--- config.mk ---
export PLATFORM = sky130hd
export DESIGN_NAME = line_sensor_pid_steering
export DESIGN_NICKNAME = d
export VERILOG_FILES = /design/src/rtl/core/lsps_pkg.sv /design/src/rtl/core/lsps_front.sv /design/src/rtl/core/lsps_div100.sv /design/src/rtl/core/line_sensor_pid_steering.sv
export SDC_FILE = /design/constraint.sdc
export NUM_CORES = 2
export LEC_CHECK = 0
export ABC_AREA = 1
export BUFFER_PORTS_ARGS = -buffer_cell sky130_fd_sc_hd__buf_2
export CAP_MARGIN = 20
export CORE_MARGIN = 5
export CORE_UTILIZATION = 40
export CTS_BUF_LIST = sky130_fd_sc_hd__clkbuf_4 sky130_fd_sc_hd__clkbuf_8
export DETAILED_ROUTE_END_ITERATION = 7
export PLACE_DENSITY = 0.57
export SYNTH_ARGS = -nofsm -noshare
export SYNTH_HDL_FRONTEND = slang
export SYNTH_HIERARCHICAL = 1
export SYNTH_SLANG_ARGS = --single-unit
export TNS_END_PERCENT = 1
--- constraint.sdc ---
create_clock -name clk_i -period 9.1 [get_ports clk_i]
set_input_delay 0 -clock clk_i [delete_from_list [all_inputs] [get_ports clk_i]]
set_output_delay 0 -clock clk_i [all_outputs]
set_load 0.01 [all_outputs]
--- src/rtl/core/lsps_pkg.sv ---
// shared constants, register codes and types of the line sensor pid steering block
package lsps_pkg;

  localparam int READING_BITS = 10;
  localparam int SENSOR_COUNT = 5;
  localparam int OFFSET_BITS  = 11;
  localparam int OFFSETS_W    = SENSOR_COUNT * OFFSET_BITS;
  localparam int THRESH_W     = 12;
  localparam int DATA_W       = 16;
  localparam int ERR_W        = 11;
  localparam int COUNT_W      = 3;
  localparam int CFG_IDX_W    = 3;
  localparam int CFG_DATA_W   = OFFSETS_W;
  localparam int ERR_DIVISOR  = 100;

  localparam int LEVEL_W = ((READING_BITS > OFFSET_BITS - 1) ? READING_BITS : OFFSET_BITS - 1) + 2;
  localparam int SUM_W   = LEVEL_W + 4;
  localparam int DIFF_W  = ((SUM_W > DATA_W) ? SUM_W : DATA_W) + 1;

  // reciprocal multiply for the divide by the error divisor
  localparam int DIV_SHIFT = DIFF_W + $clog2(ERR_DIVISOR);
  localparam int DIV_MUL_W = DIFF_W + 1;
  localparam int QUOT_W    = DIFF_W - $clog2(ERR_DIVISOR) + 1;
  localparam int DIV_PROD_W = DIFF_W + DIV_MUL_W;
  localparam logic [DIV_MUL_W-1:0] DIV_MUL =
    DIV_MUL_W'(((64'd1 << DIV_SHIFT) + 64'(ERR_DIVISOR) - 64'd1) / 64'(ERR_DIVISOR));

  localparam int ERR_LIM     = 2 ** (ERR_W - 1);
  localparam int DRIVE_SUM_W = 2 * DATA_W + 2;

  localparam logic signed [ERR_W-1:0]  ERR_MIN  = {1'b1, {(ERR_W - 1){1'b0}}};
  localparam logic signed [ERR_W-1:0]  ERR_MAX  = {1'b0, {(ERR_W - 1){1'b1}}};
  localparam logic signed [DATA_W-1:0] DATA_MIN = {1'b1, {(DATA_W - 1){1'b0}}};
  localparam logic signed [DATA_W-1:0] DATA_MAX = {1'b0, {(DATA_W - 1){1'b1}}};

  localparam logic signed [2:0] SENSOR_WEIGHT [SENSOR_COUNT] =
    '{3'sd3, 3'sd2, 3'sd1, -3'sd2, -3'sd3};

  localparam logic signed [THRESH_W-1:0] THRESH_RESET = 12'sd512;
  localparam logic signed [DATA_W-1:0]   GAIN_P_RESET = 16'sd20;

  typedef enum logic [CFG_IDX_W-1:0] {
    CFG_OFFSETS   = 3'd0,
    CFG_THRESH    = 3'd1,
    CFG_MODE      = 3'd2,
    CFG_SET_POINT = 3'd3,
    CFG_GAIN_P    = 3'd4,
    CFG_GAIN_D    = 3'd5,
    CFG_GAIN_I    = 3'd6
  } cfg_idx_e;

  typedef enum logic {
    MODE_DARK  = 1'b0,
    MODE_LIGHT = 1'b1
  } line_mode_e;

  typedef struct packed {
    logic [OFFSETS_W-1:0]        offsets;
    logic signed [THRESH_W-1:0]  threshold;
    line_mode_e                  mode;
    logic signed [DATA_W-1:0]    set_point;
    logic signed [DATA_W-1:0]    gain_p;
    logic signed [DATA_W-1:0]    gain_d;
    logic signed [DATA_W-1:0]    gain_i;
  } cfg_t;

  typedef struct packed {
    logic signed [DIFF_W-1:0]  diff;
    logic [SENSOR_COUNT-1:0]   mask;
    logic [COUNT_W-1:0]        count;
  } front_t;

  typedef struct packed {
    logic              neg;
    logic [QUOT_W-1:0] mag;
  } quot_t;

endpackage

--- src/rtl/core/lsps_front.sv ---
// sensor front end: offset correction, line classification and weighted error sum
module lsps_front (
  input  lsps_pkg::cfg_t                     cfg_i,
  input  logic [lsps_pkg::READING_BITS-1:0]  raw_i [lsps_pkg::SENSOR_COUNT],
  output lsps_pkg::front_t                   front_o
);
  import lsps_pkg::*;

  logic signed [OFFSET_BITS-1:0] offset [SENSOR_COUNT];
  logic signed [LEVEL_W-1:0]     level [SENSOR_COUNT];
  logic signed [LEVEL_W-1:0]     thresh;
  logic [SENSOR_COUNT-1:0]       on;
  logic [COUNT_W-1:0]            count;
  logic signed [SUM_W-1:0]       sum;

  always_comb begin
    thresh = LEVEL_W'($signed(cfg_i.threshold));
    sum    = '0;
    count  = '0;
    for (int i = 0; i < SENSOR_COUNT; i++) begin
      offset[i] = cfg_i.offsets[OFFSET_BITS*i +: OFFSET_BITS];
      level[i]  = $signed({{(LEVEL_W - READING_BITS){1'b0}}, raw_i[i]}) + LEVEL_W'(offset[i]);
      if (cfg_i.mode == MODE_DARK) begin
        on[i] = level[i] < thresh;
      end else begin
        on[i] = level[i] > thresh;
      end
      count = count + COUNT_W'(on[i]);
      sum   = sum + SUM_W'(level[i]) * SUM_W'(SENSOR_WEIGHT[i]);
    end
    front_o.mask  = on;
    front_o.count = count;
    front_o.diff  = DIFF_W'($signed(cfg_i.set_point)) - DIFF_W'(sum);
  end

endmodule

--- src/rtl/core/lsps_div100.sv ---
// divide by the error divisor through a reciprocal multiply, truncating toward zero
module lsps_div100 (
  input  logic signed [lsps_pkg::DIFF_W-1:0] diff_i,
  output lsps_pkg::quot_t                    quot_o
);
  import lsps_pkg::*;

  logic [DIFF_W-1:0]     mag;
  logic [DIV_PROD_W-1:0] prod;

  always_comb begin
    mag  = diff_i[DIFF_W-1] ? DIFF_W'(-diff_i) : DIFF_W'(diff_i);
    prod = DIV_PROD_W'(mag) * DIV_PROD_W'(DIV_MUL);
    quot_o.neg = diff_i[DIFF_W-1];
    quot_o.mag = prod[DIV_SHIFT +: QUOT_W];
  end

endmodule

--- src/rtl/core/line_sensor_pid_steering.sv ---
// top level of the line sensor pid steering block: config registers, pipeline and pid state
//
// channel  direction  handshake               payload
// in       input      in_valid_i/in_ready_o   sensor0..4_raw_i, restart_i
// out      output     out_valid_o/out_ready_i drive_o, on_line_mask_o, on_line_count_o,
//                                             error_value_o
// cfg      input      cfg_we_i                cfg_idx_i, cfg_data_i
//
// one word per cycle sustained through a six register pipeline while out_ready_i stays high;
// the divide multiply owns one stage and the three gain multiplies share another
// a full stage holds while the next stage is full and holding, so words keep entering until all stages fill
// rst_ni clears the valid bits, the pid state and the config registers to their reset values
module line_sensor_pid_steering (
  input  logic                                clk_i,
  input  logic                                rst_ni,
  input  logic                                in_valid_i,
  output logic                                in_ready_o,
  input  logic [lsps_pkg::READING_BITS-1:0]   sensor0_raw_i,
  input  logic [lsps_pkg::READING_BITS-1:0]   sensor1_raw_i,
  input  logic [lsps_pkg::READING_BITS-1:0]   sensor2_raw_i,
  input  logic [lsps_pkg::READING_BITS-1:0]   sensor3_raw_i,
  input  logic [lsps_pkg::READING_BITS-1:0]   sensor4_raw_i,
  input  logic                                restart_i,
  output logic                                out_valid_o,
  input  logic                                out_ready_i,
  output logic signed [lsps_pkg::DATA_W-1:0]  drive_o,
  output logic [lsps_pkg::SENSOR_COUNT-1:0]   on_line_mask_o,
  output logic [lsps_pkg::COUNT_W-1:0]        on_line_count_o,
  output logic signed [lsps_pkg::ERR_W-1:0]   error_value_o,
  input  logic                                cfg_we_i,
  input  logic [lsps_pkg::CFG_IDX_W-1:0]      cfg_idx_i,
  input  logic [lsps_pkg::CFG_DATA_W-1:0]     cfg_data_i
);
  import lsps_pkg::*;

  localparam int PROD_P_W = DATA_W + ERR_W;
  localparam int PROD_D_W = DATA_W + ERR_W + 1;
  localparam int PROD_I_W = 2 * DATA_W;

  function automatic logic signed [DATA_W-1:0] sat_data(
    input logic signed [DRIVE_SUM_W-1:0] v
  );
    logic signed [DATA_W-1:0] r;
    if (v > DRIVE_SUM_W'(DATA_MAX)) begin
      r = DATA_MAX;
    end else if (v < DRIVE_SUM_W'(DATA_MIN)) begin
      r = DATA_MIN;
    end else begin
      r = v[DATA_W-1:0];
    end
    return r;
  endfunction

  cfg_t cfg_q;

  // pipeline control
  logic a_valid_q, b_valid_q, c_valid_q, d_valid_q, e_valid_q, out_valid_q;
  logic load_a, load_b, load_c, load_d, load_e, load_out;

  // stage payloads
  logic [READING_BITS-1:0]      a_raw_q [SENSOR_COUNT];
  logic                         a_restart_q;
  front_t                       b_front_d, b_front_q;
  logic                         b_restart_q;
  quot_t                        c_quot_d, c_quot_q;
  logic [SENSOR_COUNT-1:0]      c_mask_q;
  logic [COUNT_W-1:0]           c_count_q;
  logic                         c_restart_q;
  logic signed [ERR_W-1:0]      d_err_d, d_err_q;
  logic signed [ERR_W:0]        d_derr_d, d_derr_q;
  logic signed [DATA_W-1:0]     d_integ_d, d_integ_q;
  logic [SENSOR_COUNT-1:0]      d_mask_q;
  logic [COUNT_W-1:0]           d_count_q;
  logic signed [PROD_P_W-1:0]   e_prod_p_d, e_prod_p_q;
  logic signed [PROD_D_W-1:0]   e_prod_d_d, e_prod_d_q;
  logic signed [PROD_I_W-1:0]   e_prod_i_d, e_prod_i_q;
  logic signed [ERR_W-1:0]      e_err_q;
  logic [SENSOR_COUNT-1:0]      e_mask_q;
  logic [COUNT_W-1:0]           e_count_q;
  logic signed [DATA_W-1:0]     drive_d, drive_q;
  logic [SENSOR_COUNT-1:0]      mask_q;
  logic [COUNT_W-1:0]           count_q;
  logic signed [ERR_W-1:0]      err_q;

  // pid state
  logic signed [ERR_W-1:0]      prev_err_d, prev_err_q;
  logic signed [DATA_W-1:0]     integ_d, integ_q;

  logic signed [ERR_W-1:0]      prev_eff;
  logic signed [QUOT_W:0]       mag_ext;
  logic signed [DRIVE_SUM_W-1:0] drive_sum;

  assign load_out   = !out_valid_q || out_ready_i;
  assign load_e     = !e_valid_q || load_out;
  assign load_d     = !d_valid_q || load_e;
  assign load_c     = !c_valid_q || load_d;
  assign load_b     = !b_valid_q || load_c;
  assign load_a     = !a_valid_q || load_b;
  assign in_ready_o = load_a;

  lsps_front u_front (
    .cfg_i   (cfg_q),
    .raw_i   (a_raw_q),
    .front_o (b_front_d)
  );

  lsps_div100 u_div (
    .diff_i (b_front_q.diff),
    .quot_o (c_quot_d)
  );

  // clamp the quotient, pick up the pid state and advance it
  always_comb begin
    mag_ext = $signed({1'b0, c_quot_q.mag});
    if (c_quot_q.neg) begin
      d_err_d = (c_quot_q.mag > QUOT_W'(ERR_LIM)) ? ERR_MIN : ERR_W'(-mag_ext);
    end else begin
      d_err_d = (c_quot_q.mag > QUOT_W'(ERR_LIM - 1)) ? ERR_MAX : ERR_W'(mag_ext);
    end
    prev_eff   = c_restart_q ? '0 : prev_err_q;
    d_integ_d  = c_restart_q ? '0 : integ_q;
    d_derr_d   = (ERR_W + 1)'(prev_eff) - (ERR_W + 1)'(d_err_d);
    prev_err_d = d_err_d;
    integ_d    = sat_data(DRIVE_SUM_W'(d_integ_d) + DRIVE_SUM_W'(d_err_d));
  end

  always_comb begin
    e_prod_p_d = PROD_P_W'(cfg_q.gain_p) * PROD_P_W'(d_err_q);
    e_prod_d_d = PROD_D_W'(cfg_q.gain_d) * PROD_D_W'(d_derr_q);
    e_prod_i_d = PROD_I_W'(cfg_q.gain_i) * PROD_I_W'(d_integ_q);
  end

  always_comb begin
    drive_sum = DRIVE_SUM_W'(e_prod_p_q) + DRIVE_SUM_W'(e_prod_d_q) + DRIVE_SUM_W'(e_prod_i_q);
    drive_d   = sat_data(drive_sum);
  end

  always_ff @(posedge clk_i or negedge rst_ni) begin
    if (!rst_ni) begin
      cfg_q.offsets   <= '0;
      cfg_q.threshold <= THRESH_RESET;
      cfg_q.mode      <= MODE_DARK;
      cfg_q.set_point <= '0;
      cfg_q.gain_p    <= GAIN_P_RESET;
      cfg_q.gain_d    <= '0;
      cfg_q.gain_i    <= '0;
      a_valid_q       <= 1'b0;
      b_valid_q       <= 1'b0;
      c_valid_q       <= 1'b0;
      d_valid_q       <= 1'b0;
      e_valid_q       <= 1'b0;
      out_valid_q     <= 1'b0;
      prev_err_q      <= '0;
      integ_q         <= '0;
    end else begin
      if (cfg_we_i) begin
        unique case (cfg_idx_i)
          CFG_OFFSETS:   cfg_q.offsets   <= cfg_data_i[OFFSETS_W-1:0];
          CFG_THRESH:    cfg_q.threshold <= cfg_data_i[THRESH_W-1:0];
          CFG_MODE:      cfg_q.mode      <= line_mode_e'(cfg_data_i[0]);
          CFG_SET_POINT: cfg_q.set_point <= cfg_data_i[DATA_W-1:0];
          CFG_GAIN_P:    cfg_q.gain_p    <= cfg_data_i[DATA_W-1:0];
          CFG_GAIN_D:    cfg_q.gain_d    <= cfg_data_i[DATA_W-1:0];
          CFG_GAIN_I:    cfg_q.gain_i    <= cfg_data_i[DATA_W-1:0];
          default: ;
        endcase
      end
      if (load_a) a_valid_q <= in_valid_i;
      if (load_b) b_valid_q <= a_valid_q;
      if (load_c) c_valid_q <= b_valid_q;
      if (load_d) d_valid_q <= c_valid_q;
      if (load_e) e_valid_q <= d_valid_q;
      if (load_out) out_valid_q <= e_valid_q;
      if (load_d && c_valid_q) begin
        prev_err_q <= prev_err_d;
        integ_q    <= integ_d;
      end
    end
  end

  always_ff @(posedge clk_i) begin
    if (load_a) begin
      a_raw_q[0]  <= sensor0_raw_i;
      a_raw_q[1]  <= sensor1_raw_i;
      a_raw_q[2]  <= sensor2_raw_i;
      a_raw_q[3]  <= sensor3_raw_i;
      a_raw_q[4]  <= sensor4_raw_i;
      a_restart_q <= restart_i;
    end
    if (load_b) begin
      b_front_q   <= b_front_d;
      b_restart_q <= a_restart_q;
    end
    if (load_c) begin
      c_quot_q    <= c_quot_d;
      c_mask_q    <= b_front_q.mask;
      c_count_q   <= b_front_q.count;
      c_restart_q <= b_restart_q;
    end
    if (load_d) begin
      d_err_q   <= d_err_d;
      d_derr_q  <= d_derr_d;
      d_integ_q <= d_integ_d;
      d_mask_q  <= c_mask_q;
      d_count_q <= c_count_q;
    end
    if (load_e) begin
      e_prod_p_q <= e_prod_p_d;
      e_prod_d_q <= e_prod_d_d;
      e_prod_i_q <= e_prod_i_d;
      e_err_q    <= d_err_q;
      e_mask_q   <= d_mask_q;
      e_count_q  <= d_count_q;
    end
    if (load_out) begin
      drive_q <= drive_d;
      mask_q  <= e_mask_q;
      count_q <= e_count_q;
      err_q   <= e_err_q;
    end
  end

  assign out_valid_o     = out_valid_q;
  assign drive_o         = drive_q;
  assign on_line_mask_o  = mask_q;
  assign on_line_count_o = count_q;
  assign error_value_o   = err_q;

`ifndef SYNTH
  a_stall_only_when_full: assert property (@(posedge clk_i) disable iff (!rst_ni)
    !in_ready_o |-> out_valid_o && !out_ready_i)
    else $error("input stalled while the output stage can move");

  a_state_follows_error: assert property (@(posedge clk_i) disable iff (!rst_ni)
    c_valid_q && load_d |=> prev_err_q == d_err_q)
    else $error("previous error not taken from the word just passed");

  a_restart_clears_integral: assert property (@(posedge clk_i) disable iff (!rst_ni)
    c_valid_q && c_restart_q && load_d |=> d_integ_q == '0 && integ_q == DATA_W'(d_err_q))
    else $error("restart did not clear the integral");

  a_count_matches_mask: assert property (@(posedge clk_i) disable iff (!rst_ni)
    out_valid_o |-> 32'(on_line_count_o) == $countones(on_line_mask_o))
    else $error("on line count disagrees with mask");
`endif

endmodule

# Yosys cells after proc, flatten, opt, wreduce, memory -nomap -nowiden
# Cells that the tools add are included.
# W data, S select, Z words.
[classes]
addsub = 21
multipliers = 6
div = 0
n_lt_le_gt_ge = 16
n_eq_ne = 6
shifts = 0
mux = 14
bitwise_logic = 0
reduce_logical = 21
[op_table]
columns = ["op", "count"]
rows = [
  ["$mux W16", 4],
  ["$add A11 B11 Y12", 5],
  ["$gt A12 B12 Y1", 5],
  ["$lt A12 B12 Y1", 5],
  ["$mux W11", 4],
  ["$mul A17 B18 Y35 const B", 1],
  ["$add A29 B32 Y33", 1],
  ["$gt A33 B16 Y1 const B", 1],
  ["$lt A33 B16 Y1 const B", 1],
  ["$mul A16 B16 Y32", 1],
  ["$mul A12 B3 Y15 const B", 2],
  ["$add A27 B28 Y29", 1],
  ["$mul A16 B12 Y28", 1],
  ["$mul A16 B11 Y27", 1],
  ["$add A16 B11 Y17", 1],
  ["$gt A17 B16 Y1 const B", 1],
  ["$lt A17 B16 Y1 const B", 1],
  ["$mux W17", 1],
  ["$neg A17 Y17", 1],
  ["$sub A16 B16 Y17", 1],
  ["$add A15 B13 Y16", 1],
  ["$add A16 B12 Y16", 1],
  ["$add A16 B15 Y16", 1],
  ["$add A16 B16 Y16", 1],
  ["other kinds (16)", 41],
]
[word_totals]
regBits = 451
latchBits = 0
ram_bits = 0
mem_bits_ro = 0
inputBits = 114
output_inout_bits = 37
elab_cells = 129
mem_count = 0

# Depth between registers and ports, before layout
[depth]
word_depth = 7
depth_mapped = 38
mapped_depth_nobuf = 38

# Hierarchy
# Netlist, hierarchy kept.
[by_module_without_submodules]
columns = ["mod", "instances", "cells_per_inst", "area_each_um2", "seq_area_each_um2"]
rows = [
  ["line_sensor_pid_steering", 1, 4786, 43614.3, 12721.0],
  ["lsps_front", 1, 1025, 7404.6, 0.0],
  ["lsps_div100", 1, 848, 6546.3, 0.0],
]

# Worst setup path after synthesis
# OpenSTA, ideal clock, no wires.
[synth_timing]
path_kind = "register to register"
from = "reg out_valid_q, in the netlist out_valid_o"
to = "reg a_raw_q[0] (netlist bit) (enable)"
setup_time_ns = 0.413
arrival_time_ns = 6.432
required_ns = 8.687
setup_slack_ns = 2.255
path_stages_with_launch = 12
n_path_buf = 0
synth_period_minus_slack_ns = 6.845
path_cell_list = "dfrtp_1 -> inv_1 -> nor2_1 -> inv_1 -> nor2_1 -> inv_1 -> nor2_1 -> inv_1 -> nor2_1 -> inv_1 -> nor2_1 -> nand2_1"
[synth_between]
elab_chain_cells = 7
[synth_rtl]
columns = ["element", "line_no", "text"]
rows = [
  ["start: declaration", "line_sensor_pid_steering.sv:57", "logic a_valid_q, b_valid_q, c_valid_q, d_valid_q, e_valid_q, out_valid_q;"],
  ["start signal: assignment", "line_sensor_pid_steering.sv:173", "if (load_out) out_valid_q <= e_valid_q;"],
  ["$logic_not A1 Y1", "line_sensor_pid_steering.sv:93", "assign load_out = !out_valid_q || out_ready_i;"],
  ["$logic_or A1 B1 Y1", "line_sensor_pid_steering.sv:93", ""],
  ["net load_out", "line_sensor_pid_steering.sv:58", "logic load_a, load_b, load_c, load_d, load_e, load_out;"],
  ["$logic_or A1 B1 Y1", "line_sensor_pid_steering.sv:94", "assign load_e = !e_valid_q || load_out;"],
  ["net load_e", "line_sensor_pid_steering.sv:58", ""],
  ["$logic_or A1 B1 Y1", "line_sensor_pid_steering.sv:95", "assign load_d = !d_valid_q || load_e;"],
  ["net load_d", "line_sensor_pid_steering.sv:58", ""],
  ["$logic_or A1 B1 Y1", "line_sensor_pid_steering.sv:96", "assign load_c = !c_valid_q || load_d;"],
  ["net load_c", "line_sensor_pid_steering.sv:58", ""],
  ["$logic_or A1 B1 Y1", "line_sensor_pid_steering.sv:97", "assign load_b = !b_valid_q || load_c;"],
  ["$logic_or A1 B1 Y1", "line_sensor_pid_steering.sv:98", "assign load_a = !a_valid_q || load_b;"],
  ["net in_ready_o", "line_sensor_pid_steering.sv:17", "output logic in_ready_o,"],
  ["end: declaration", "line_sensor_pid_steering.sv:61", "logic [READING_BITS-1:0] a_raw_q [SENSOR_COUNT];"],
]
# The timed path passes the listed nets, and every way through them passes these cells.
# A chain may end at the register's enable or synchronous reset.

==> run metrics <==
FP Rows approximately 140; most frequent cells in the layout 1716 x inv_1, 1425 x nand2_1, 814 x fa_1; slowest CP cell fa_1; global-route wire length before repair around 250 mm; Post-synth ARST share 36.6%; RSZ-0062 raised after global routing no; Hold Fails Final Rpt 0; crit path DAT 7.57 ns; FF/Latch Area 12700 um^2; startpoint type of the worst setup path flop; setup violators final 0; Total Routing Usage GR 20.8%; Post-synth top flop edfxtp_1; largest net degree at the start of global routing 99; #FFs+latches synth 451; Seq/Total Area, Yosys 22.1%; clk sinks 451; CP max stage delay approximately 0.55 ns; Least-Margin Pin Slew 1.06 ns; fmax 0.141 GHz; cell family with most CP delay adder cells; Post-Route WL about 160 mm; H-tree lvl count 3; remaining antenna violation count after routing 0; Max FO, Critical Path 4; DIE AREA 152000 um^2; total global routing overflow 0; Yosys warnings 6; r2r setup slk 2.02 ns; Max Cap Viol 0; reg-to-reg endpoint b_front_q[23]; min cycle time layout 7.08 ns; Worst path most repeated cell nand2_1; multi-input logic area 37700 um^2; Worst Hold Path EP cfg_q[19]; chip height around 400 um; initial antenna violation count 8; final cell count without fillers just under 9000; clk_lat worst skew about 0.8 ns; fill count 14100; FF-to-FF Start cfg_q[110]; CP Class flop to flop; CTS tree done; IO buf count 150; WP data required 9.60 ns; Final Cycle Share between 70 and 80%; postcts setup bufs 0; routed vias 42500; CORE AREA 143000 um^2; synthesized area per cell 8.64 um^2; Hold Path Cell Cnt 6; width of the die approximately 400 um; number of cells produced by synthesis between 6000 and 7000; worst min-delay path category primary input to flop; Bufs on Longest Clock Path 3; syn nets 8156; TritonCTS buffer count 84; setup TNS 0 ns; I/O Pins 151; commonest non-fill, non-tap cell in the layout inv_1; synthesized cell area 57600 um^2; dpl hpwl 126 mm; DRT iter0 DRCs 2600; # DRC 0; Initial DRT Pass Iterations 5; GP Congestion 0.916; Layout area overhead 11.4%; fin. max-slew vios 0; vias in the first global route between 40000 and 50000; distinct cell type count after synthesis 61; initial core utilization 40.2%; nets 8445; number of flops mapped to enable cells by yosys 286; Max-Slew Margin vs Limit between 20% and 30%; Hold Startpoint cfg_idx_i[2]; Placed Cells incl. Taps 8558; number of cells on the worst reg-to-reg path 34; worst hold margin about 0.070 ns; status complete, no violations; share of post-route cells with drive strength above 1 6.99%; wire per inst 17.4 um; Clock Tree Root clkbuf_8; Final Skew between 0.06 and 0.07 ns; Vias/cell about 4.8; Worst-path clk slew roughly 0.06 ns; CP Buf/Inv Count 4; crit end category flop
==> Yosys cell counts (39+ instances only) <==
library cell | n | share of area, %
mux2_2 | 39 | 0.76
xnor2_1 | 76 | 1.2
ha_1 | 569 | 12
o21ai_0 | 227 | 2.0
dfrtp_1 | 162 | 7.0
nand3_1 | 134 | 1.2
clkbuf_1 | 165 | 1.1
fa_1 | 814 | 28
edfxtp_1 | 286 | 15
inv_1 | 1719 | 11
xor2_1 | 153 | 2.3
nor2_1 | 292 | 1.9
nand2_1 | 1427 | 9.3
a21oi_1 | 251 | 2.2
==> registers in the layout (all words and copies together), names as in the netlist, 5 cells and up <==
register,cells
a_raw_q,50
drive_o,16
integ_q,16
b_front_q,25
e_prod_i_q,32
c_quot_q,12
e_err_q,11
d_mask_q,5
d_err_q,11
e_prod_d_q,28
on_line_mask_o,5
error_value_o,11
prev_err_q,11
d_integ_q,16
d_derr_q,12
e_mask_q,5
c_mask_q,5
e_prod_p_q,27
cfg_q,132
==> final cells by class <==
cell class / count / share of cell area (%)
multi-input cells: 4301 / 58.7
diodes: 3 / 0.0117
clock buffers: 124 / 2.40
well taps: 1903 / 3.71
flip-flops and latches: 451 / 19.8
inverters: 1733 / 10.1
repair buffers: 377 / 4.70
clock inverters: 28 / 0.457
==> worst min-delay path: cells and delay by family <==
| family | cells | cell delay, ns |
|---|---|---|
| buffers and inverters | 3 | 0.39 |
| AO/OA/AOI/OAI | 1 | 0.09 |
| AND/OR/NAND/NOR | 2 | 0.29 |
==> stage by stage <==
step           utilization [%]  cell area (um^2)  worst slack [ns]
2_1_floorplan                -             57600              2.25
3_3_place_gp              42.0             60200              2.04
3_5_place_dp              42.0             60200              2.04
4_1_cts                   44.7             64100              1.99
5_1_grt                   44.7             64100              1.49
6_report                  44.7             64100              2.02
==> kinds of logic after synthesis <==
logic type	after synthesis	share of synthesized area [%]
AND/OR/NAND/NOR	2058	14.8
multiplexers	41	0.798
flip-flops	451	22.1
AO/OA/AOI/OAI	589	5.58
XOR/XNOR	230	3.51
adder cells (fa/ha/maj)	1383	40.7
buffers and inverters	1907	12.5
==> layer usage <==
| metal | up-vias | share of wire (%) | track usage [%] |
|---|---|---|---|
| met5 | - | 0.017 | 0 |
| met4 | 4 | 3.4 | 6.62 |
| met3 | 205 | 4.1 | 2.61 |
| met2 | 907 | 50 | 36.5 |
| met1 | 20700 | 43 | 26.8 |
| li1 | 20700 | - | - |
==> what timing repair did <==
item	4_1_cts	5_1_grt
hold endpoints to repair	284	16
hold buffers	205	1
resized for setup	0	0
==> worst max-delay path by stage <==
stage                     start            end  slack (ns)  cells after the start
finish               cfg_q[110]  b_front_q[23]        2.02                     34
global route         cfg_q[110]  b_front_q[23]        1.49                     34
CTS                  cfg_q[110]  b_front_q[23]        1.99                     34
detailed placement   cfg_q[110]  b_front_q[23]        2.04                     34
global placement     cfg_q[110]  b_front_q[23]        2.04                     34
floorplan           out_valid_o     a_raw_q[0]        2.25                     11
Power is left out: the tool's default activity adds up to more than one toggle a clock period on the data nets, which glitch-free logic cannot reach.
